<file path="src/rtl/tkl_pkg.sv">
// Package for the top-k largest tracker.
// Holds field widths, the register reset value and the kept-entry type.
// No dependencies.
package tkl_pkg;

  localparam int unsigned TopMaxDefault = 32;
  localparam int unsigned SizeW         = 48;
  localparam int unsigned TagW          = 32;
  localparam int unsigned RankW         = 5;
  localparam int unsigned FilesW        = 32;
  localparam int unsigned BytesW        = 63;
  localparam int unsigned TopCountW     = 6;
  localparam logic [TopCountW-1:0] TopCountReset = 6'd20;

  localparam logic ActionAdd  = 1'b0;
  localparam logic ActionRead = 1'b1;

  typedef struct packed {
    logic [SizeW-1:0] size;
    logic [TagW-1:0]  tag;
  } entry_t;

endpackage

</file>
<file path="src/rtl/top_k_largest_tracker.sv">
// Top level of the top-k largest tracker: sorted entry memory and its sequencer.
// Depends on tkl_pkg.
//
// Usage:
//   Input channel (in_valid_i / in_stall_o) carries one transaction per item:
//   action_i selects add (file_size_i, file_tag_i) or read (read_rank_i).
//   Output channel (out_valid_o / out_stall_i) returns one transaction per item.
//   The list, largest size first, lives in one memory of TOP_MAX entries with
//   a registered read. An add walks from the free or smallest slot toward
//   rank 0, one entry a cycle, moving smaller entries down by one.
//   A read, or an add with tracking off, goes straight to the output register;
//   an add that a full list rejects first compares with the smallest entry,
//   and an insertion walks over the single read port. One item is in work at
//   a time; in_stall_o is high until its result is loaded, and the next item
//   can be taken in the cycle after. While out_stall_i holds a result, the
//   next transaction is still taken and then waits before its result is loaded.
//   Reset clears the counters and the kept count and sets top_count to 20;
//   memory contents need no clearing. The user must write top_count through
//   cfg_we_i only while idle; the block itself does not enforce it.
module top_k_largest_tracker
  import tkl_pkg::*;
#(
  parameter int unsigned TOP_MAX = TopMaxDefault
) (
  input  logic                 clk_i,
  input  logic                 rst_ni,
  input  logic                 cfg_we_i,
  input  logic [TopCountW-1:0] cfg_wdata_i,
  input  logic                 in_valid_i,
  output logic                 in_stall_o,
  input  logic                 action_i,
  input  logic [SizeW-1:0]     file_size_i,
  input  logic [TagW-1:0]      file_tag_i,
  input  logic [RankW-1:0]     read_rank_i,
  output logic                 out_valid_o,
  input  logic                 out_stall_i,
  output logic                 was_inserted_o,
  output logic [RankW-1:0]     insert_rank_o,
  output logic [FilesW-1:0]    files_seen_o,
  output logic [BytesW-1:0]    bytes_seen_o,
  output logic                 entry_valid_o,
  output logic [SizeW-1:0]     entry_size_o,
  output logic [TagW-1:0]      entry_tag_o
);

  localparam int unsigned AW = (TOP_MAX > 1) ? $clog2(TOP_MAX) : 1;
  localparam int unsigned CW = $clog2(TOP_MAX + 1);

  typedef enum logic [5:0] {
    IDLE  = 6'b000001,
    CHK   = 6'b000010,
    SCAN  = 6'b000100,
    PLACE = 6'b001000,
    DONE  = 6'b010000,
    SPARE = 6'b100000
  } state_e;

  function automatic logic [CW-1:0] limit_of(input logic [TopCountW-1:0] tc);
    if ({3'b000, tc} < 9'(TOP_MAX)) begin
      return CW'(tc);
    end
    return CW'(TOP_MAX);
  endfunction

  state_e             state_q, state_d;
  logic [AW-1:0]      pos_q, pos_d;
  logic [CW-1:0]      kept_count_q, kept_count_d;
  logic [TopCountW-1:0] top_count_q, top_count_d;
  logic [FilesW-1:0]  files_q, files_d;
  logic [BytesW-1:0]  bytes_q, bytes_d;
  logic               ins_q, ins_d;
  logic               rd_ok_q, rd_ok_d;
  logic               is_read_q, is_read_d;
  logic [SizeW-1:0]   size_q, size_d;
  logic [TagW-1:0]    tag_q, tag_d;
  logic               out_valid_q, out_valid_d;

  logic               out_ins_q;
  logic [RankW-1:0]   out_rank_q;
  logic [FilesW-1:0]  out_files_q;
  logic [BytesW-1:0]  out_bytes_q;
  logic               out_ev_q;
  logic [SizeW-1:0]   out_size_q;
  logic [TagW-1:0]    out_tag_q;

  entry_t             mem [TOP_MAX];
  entry_t             rd_data_q;
  entry_t             wr_data;
  logic               mem_we, mem_re;
  logic [AW-1:0]      wr_addr, rd_addr;

  logic               in_acc, out_load;
  logic [CW-1:0]      lim, cfg_lim;
  logic [BytesW:0]    byte_sum;

  assign in_stall_o = (state_q != IDLE);
  assign in_acc     = in_valid_i && !in_stall_o;
  assign lim        = limit_of(top_count_q);
  assign cfg_lim    = limit_of(cfg_wdata_i);
  assign byte_sum   = {1'b0, bytes_q} + (BytesW + 1)'(file_size_i);

  always_comb begin
    state_d      = state_q;
    pos_d        = pos_q;
    kept_count_d = kept_count_q;
    top_count_d  = top_count_q;
    files_d      = files_q;
    bytes_d      = bytes_q;
    ins_d        = ins_q;
    rd_ok_d      = rd_ok_q;
    is_read_d    = is_read_q;
    size_d       = size_q;
    tag_d        = tag_q;
    mem_we       = 1'b0;
    mem_re       = 1'b0;
    wr_addr      = pos_q;
    wr_data      = '{size: size_q, tag: tag_q};
    rd_addr      = AW'(kept_count_q - 1'b1);
    out_load     = 1'b0;

    unique case (state_q)
      IDLE: begin
        if (in_acc) begin
          is_read_d = (action_i == ActionRead);
          size_d    = file_size_i;
          tag_d     = file_tag_i;
          ins_d     = 1'b0;
          rd_ok_d   = 1'b0;
          state_d   = DONE;
          if (action_i == ActionRead) begin
            rd_ok_d = (9'(read_rank_i) < 9'(kept_count_q)) &&
                      (9'(read_rank_i) < 9'(TOP_MAX));
            mem_re  = rd_ok_d;
            rd_addr = AW'(read_rank_i);
          end else begin
            if (files_q != '1) begin
              files_d = files_q + 1'b1;
            end
            bytes_d = byte_sum[BytesW] ? '1 : byte_sum[BytesW-1:0];
            if (lim != '0) begin
              if (kept_count_q < lim) begin
                kept_count_d = kept_count_q + 1'b1;
                pos_d        = AW'(kept_count_q);
                if (kept_count_q == '0) begin
                  state_d = PLACE;
                end else begin
                  mem_re  = 1'b1;
                  state_d = SCAN;
                end
              end else begin
                mem_re  = 1'b1;
                state_d = CHK;
              end
            end
          end
        end
      end
      CHK: begin
        if (size_q > rd_data_q.size) begin
          pos_d = AW'(kept_count_q - 1'b1);
          if (pos_d == '0) begin
            state_d = PLACE;
          end else begin
            mem_re  = 1'b1;
            rd_addr = pos_d - 1'b1;
            state_d = SCAN;
          end
        end else begin
          state_d = DONE;
        end
      end
      SCAN: begin
        mem_we = 1'b1;
        if (rd_data_q.size >= size_q) begin
          ins_d   = 1'b1;
          state_d = DONE;
        end else begin
          wr_data = rd_data_q;
          pos_d   = pos_q - 1'b1;
          if (pos_q == AW'(1)) begin
            state_d = PLACE;
          end else begin
            mem_re  = 1'b1;
            rd_addr = pos_q - AW'(2);
          end
        end
      end
      PLACE: begin
        mem_we  = 1'b1;
        ins_d   = 1'b1;
        state_d = DONE;
      end
      DONE: begin
        if (!out_valid_q || !out_stall_i) begin
          out_load = 1'b1;
          state_d  = IDLE;
        end
      end
      default: begin
        state_d = IDLE;
      end
    endcase

    if (cfg_we_i) begin
      top_count_d = cfg_wdata_i;
      if (kept_count_q > cfg_lim) begin
        kept_count_d = cfg_lim;
      end
    end
  end

  always_comb begin
    out_valid_d = out_valid_q;
    priority if (out_load) begin
      out_valid_d = 1'b1;
    end else if (!out_stall_i) begin
      out_valid_d = 1'b0;
    end
  end

  always_ff @(posedge clk_i or negedge rst_ni) begin
    if (!rst_ni) begin
      state_q      <= IDLE;
      kept_count_q <= '0;
      top_count_q  <= TopCountReset;
      files_q      <= '0;
      bytes_q      <= '0;
      out_valid_q  <= 1'b0;
    end else begin
      state_q      <= state_d;
      kept_count_q <= kept_count_d;
      top_count_q  <= top_count_d;
      files_q      <= files_d;
      bytes_q      <= bytes_d;
      out_valid_q  <= out_valid_d;
    end
  end

  always_ff @(posedge clk_i) begin
    pos_q     <= pos_d;
    ins_q     <= ins_d;
    rd_ok_q   <= rd_ok_d;
    is_read_q <= is_read_d;
    size_q    <= size_d;
    tag_q     <= tag_d;
    if (out_load) begin
      out_ins_q   <= ins_q;
      out_rank_q  <= ins_q ? RankW'(pos_q) : '0;
      out_files_q <= files_q;
      out_bytes_q <= bytes_q;
      out_ev_q    <= is_read_q && rd_ok_q;
      out_size_q  <= (is_read_q && rd_ok_q) ? rd_data_q.size : '0;
      out_tag_q   <= (is_read_q && rd_ok_q) ? rd_data_q.tag : '0;
    end
  end

  always_ff @(posedge clk_i) begin
    if (mem_we) begin
      mem[wr_addr] <= wr_data;
    end
    if (mem_re) begin
      rd_data_q <= mem[rd_addr];
    end
  end

  assign out_valid_o    = out_valid_q;
  assign was_inserted_o = out_ins_q;
  assign insert_rank_o  = out_rank_q;
  assign files_seen_o   = out_files_q;
  assign bytes_seen_o   = out_bytes_q;
  assign entry_valid_o  = out_ev_q;
  assign entry_size_o   = out_size_q;
  assign entry_tag_o    = out_tag_q;

  a_state_onehot: assert property (@(posedge clk_i) disable iff (!rst_ni)
    $onehot(state_q))
    else $error("sequencer state not one-hot");

  a_count_bound: assert property (@(posedge clk_i) disable iff (!rst_ni)
    kept_count_q <= lim)
    else $error("kept count above active limit");

  a_accept_busy: assert property (@(posedge clk_i) disable iff (!rst_ni)
    in_acc |=> (state_q != IDLE))
    else $error("accepted transaction left sequencer idle");

  a_rw_apart: assert property (@(posedge clk_i) disable iff (!rst_ni)
    (mem_we && mem_re) |-> (wr_addr != rd_addr))
    else $error("read and write collide on one entry");

  a_load_free: assert property (@(posedge clk_i) disable iff (!rst_ni)
    out_load |-> (!out_valid_q || !out_stall_i))
    else $error("result overwrote a pending transaction");

endmodule

</file>
<file path="config.mk">
export PLATFORM = sky130hd
export DESIGN_NAME = top_k_largest_tracker
export DESIGN_NICKNAME = d
export VERILOG_FILES = /design/src/rtl/tkl_pkg.sv /design/src/rtl/top_k_largest_tracker.sv
export SDC_FILE = /design/constraint.sdc
export NUM_CORES = 2
export LEC_CHECK = 0
export BUFFER_PORTS_ARGS = -buffer_cell sky130_fd_sc_hd__buf_4
export CORE_ASPECT_RATIO = 2
export CORE_UTILIZATION = 25
export CTS_CLUSTER_DIAMETER = 80
export DETAILED_ROUTE_END_ITERATION = 10
export PLACE_DENSITY = 0.41
export SETUP_SLACK_MARGIN = 0.2
export SYNTH_ARGS = -nofsm -noshare
export SYNTH_HDL_FRONTEND = slang
export SYNTH_SLANG_ARGS = --single-unit
export TNS_END_PERCENT = 30
</file>
<file path="constraint.sdc">
create_clock -name clk_i -period 13.43 [get_ports clk_i]
set_input_delay 1.343 -clock clk_i [delete_from_list [all_inputs] [get_ports clk_i]]
set_output_delay 1.343 -clock clk_i [all_outputs]
set_load 0.1 [all_outputs]
</file>
==> impl_metrics.yaml <==
run_status:
  status: "completed"
synth:
  yosysMostFrequentCell: "edfxtp_1"
  synth_common_cells: "edfxtp_1 (2910), nand2_1 (1619), mux2i_1 (537)"
  synth_top_area_share_pct: 72.4
  async_flop_share_pct: 3.74
  synth_seq_cells: 3023
  seq_area_frac_synth_pct: 74.7
  synthCells: 8101
  yosys.area.top_type: "edfxtp_1"
  synth_edf_count: 2910
  yosys_warnings: 0
  synthDistinctLibCells: 94
  synth_flop_cell: "edfxtp_1"
  syn_avg_cell_area_sq_um: 14.9
  syn_area_sq_um: 121000
  synthTopCellsByArea: "edfxtp_1 (72%), nand2_1 (5.0%), mux2i_1 (4.5%), nand4_1 (2.5%), dfrtp_1 (2.3%)"
  syn_nets: 8322
routing:
  antenna_left: 0
  dr.pass1.iters: 5
  wl_per_cell_microns: 28.2
  drt_wl_total_microns: 423000
  num_vias: 71971
  routed_via_density: 4.81
  drc_errors: 0
  dr.first_iter.drc_count: 5028
clock_network:
  clk_latency_ns: 0.93
  cts-root-buf: "clkbuf_16"
  post_cts_buffers: 0
  cts_sinks: 3023
  numCtsBuffers: 283
  cts_htree_levels: 5
  cts_tree: "yes"
  clock_path_buffers: 4
  cts-resized-gates: 0
  ctsHoldBuffers: 0
  path_clk_slew_ns: 0.07
finish:
  multi_input_area_sq_um: 28500
  fin_util_pct: 29.2
  drive_gt1_share_pct: 13.6
  nets: 8638
  seqCellArea_sq_um: 90200
  n_fill_cell: 47893
  synthToLayoutAreaGrowth_pct: 16.1
worst_setup_path:
  reg2reg_slack_ns: 5.04
  cp-end-kind: "flip-flop"
  crit_path_max_fanout: 40
  arrival_ns: 9.01
  crit_required_ns: 14.05
  worst-setup-path-type: "reg -> reg"
  start_kind: "flip-flop"
floorplan:
  row_count: 360
  dieArea_sq_um: 486000
  die_w_microns: 493
  coreArea_sq_um: 481000
  start_util_pct: 25.1
  ios: 281
  die_height_microns: 985
hold_path:
  hold_class: "in -> async"
timing:
  tns_ns: 0
  final_max_slew_viol_count: 0
  fin_skew_ns: 0.0657
  period_share_pct: 62.4
  slew_headroom_pct: 7.66
  period_minus_slack_ns: 8.39
  setup_violations: 0
  hold_viol_final: 0
  grt_setup_unrepaired: "no"
  max_freq_mhz: 119
  worst-slew-pin-transition_ns: 1.39
global_routing:
  grt_start_max_net_pins: 182
  grt_overflow: 0
  gr-usage-all-layers_pct: 17.0
  antenna_found_initial: 18
  grt_pass1_wl_microns: 583000
  grt_pass1_vias: 72898
power:
  ir_worst_vdd_mv: 0.390
  power_density_nw_per_um2: 277
  cellLeakagePower_nw: 47.2
job:
  cap_violations: 0
placed_design:
  portBuffers: 280
  dp_hpwl_microns: 234000
  gp_congestion: 0.792
[sequential cells by signal (all words and copies together), names as in the netlist, 5 cells and up]
signal         flops
bytes_q           63
bytes_seen_o      63
entry_size_o      48
entry_tag_o       32
files_q           32
files_seen_o      32
insert_rank_o      5
kept_count_q       6
mem             2560
pos_q              5
rd_data_q         80
size_q            48
state_q            5
tag_q             32
top_count_q        6
[layer usage]
layer | wire, microns | GRT usage, % | up-vias | share of wire, %
li1 | - | - | 31445 | -
met2 | 228000 | 32.2 | 2030 | 54
met3 | 16400 | 1.71 | 533 | 3.9
met1 | 164000 | 19.5 | 37959 | 39
met4 | 14800 | 5.74 | 4 | 3.5
met5 | 27 | 0 | - | 0.0064
[path summary, 6_finish.rpt]
kind / from / endpoint / depth (start not counted)
min in group clk_i: files_q[31] / files_seen_o[31] / 0
worst min register to register: files_q[31] / files_seen_o[31] / 0
max in group asynchronous: rst_ni / bytes_q[9] / 3
worst max-delay path: rd_data_q[73] / rd_data_q[57] / 16
worst min-delay path: rst_ni / state_q[4] / 1
worst max register to register: rd_data_q[73] / rd_data_q[57] / 16
[where the power goes]
part | leakage [nW] | internal, W | switching, W
Combinational | 15.0 | 0.00516 | 0.0130
Sequential | 27.7 | 0.0120 | 0.000370
Clock | 4.50 | 0.00465 | 0.00371
[layout make-up]
class                      instances  area share, %
inverter                          82          0.223
clock buffer                     349           5.37
clock inverter                   156           1.23
timing repair buffer             477           2.83
multi-input combinational       4550           20.3
tap                             6335           5.65
antenna                            4        0.00714
sequential                      3023           64.3
[cells by family after synthesis]
logic type,count (synthesis),share of synthesized area [%]
compound gates,710,4.37
xor+xnor,88,0.645
fa+ha+maj,124,1.29
buf+inv,528,2.12
flops,3023,74.7
mux,590,4.95
simple gates,3038,11.9
[per-stage QoR]
| step | cell area, sq um | hold WS [ns] | power, W | std cells | worst slack, ns |
|---|---|---|---|---|---|
| after global placement | 131000 | 0.436 | 0.0309 | 14465 | 4.92 |
| after detailed placement | 131000 | 0.440 | 0.0309 | 14466 | 4.90 |
| after CTS | 140000 | 0.202 | 0.0394 | 14971 | 4.88 |
| after global routing | 140000 | 0.252 | 0.0407 | 14973 | 5.10 |
| after floorplan | 121000 | 0.425 | 0.0243 | 8101 | 2.55 |
| final | 140000 | 0.275 | 0.0389 | 14976 | 5.04 |
[critical path, cell delays in order, from the launching register on]
cell and delay [ns]:
edfxtp_1 0.53, ha_1 0.37, nand4_1 0.23, nor4_2 0.83, nand3_1 0.51, a31oi_2 1.05
nor3_2 0.31, and4_1 0.30, o21ai_1 0.25, and2_4 0.43, buf_4 0.65, nor2_4 0.30
buf_4 0.39, buf_4 0.52, a32oi_1 0.43, nand4_1 0.18, nor3_2 0.56
[layout by cell type (no fill, tap or decap), drive strengths merged, types with 6 or more instances in the layout]
cell type	synthesis	routed
a211oi	10	10
a21o	35	35
a21oi	126	126
a22oi	230	230
a311oi	7	7
a31oi	28	28
a32oi	72	72
and2	15	15
and3	108	108
and4	8	8
buf	254	477
bufinv	0	33
clkbuf	192	349
clkinv	1	106
clkinvlp	0	10
dfrtp	110	110
edfxtp	2910	2910
ha	123	123
inv	81	89
mux2	53	53
mux2i	537	537
nand2	1623	1623
nand2b	11	11
nand3	468	468
nand3b	11	11
nand4	479	479
nor2	150	150
nor2b	17	17
nor3	108	108
nor4	16	16
o211ai	6	6
o21a	16	16
o21ai	103	103
o21bai	7	7
o221ai	7	7
o22a	13	13
or3	12	12
xnor2	57	57
xor2	31	31
Note: power is estimated with default switching activity, not from simulation.
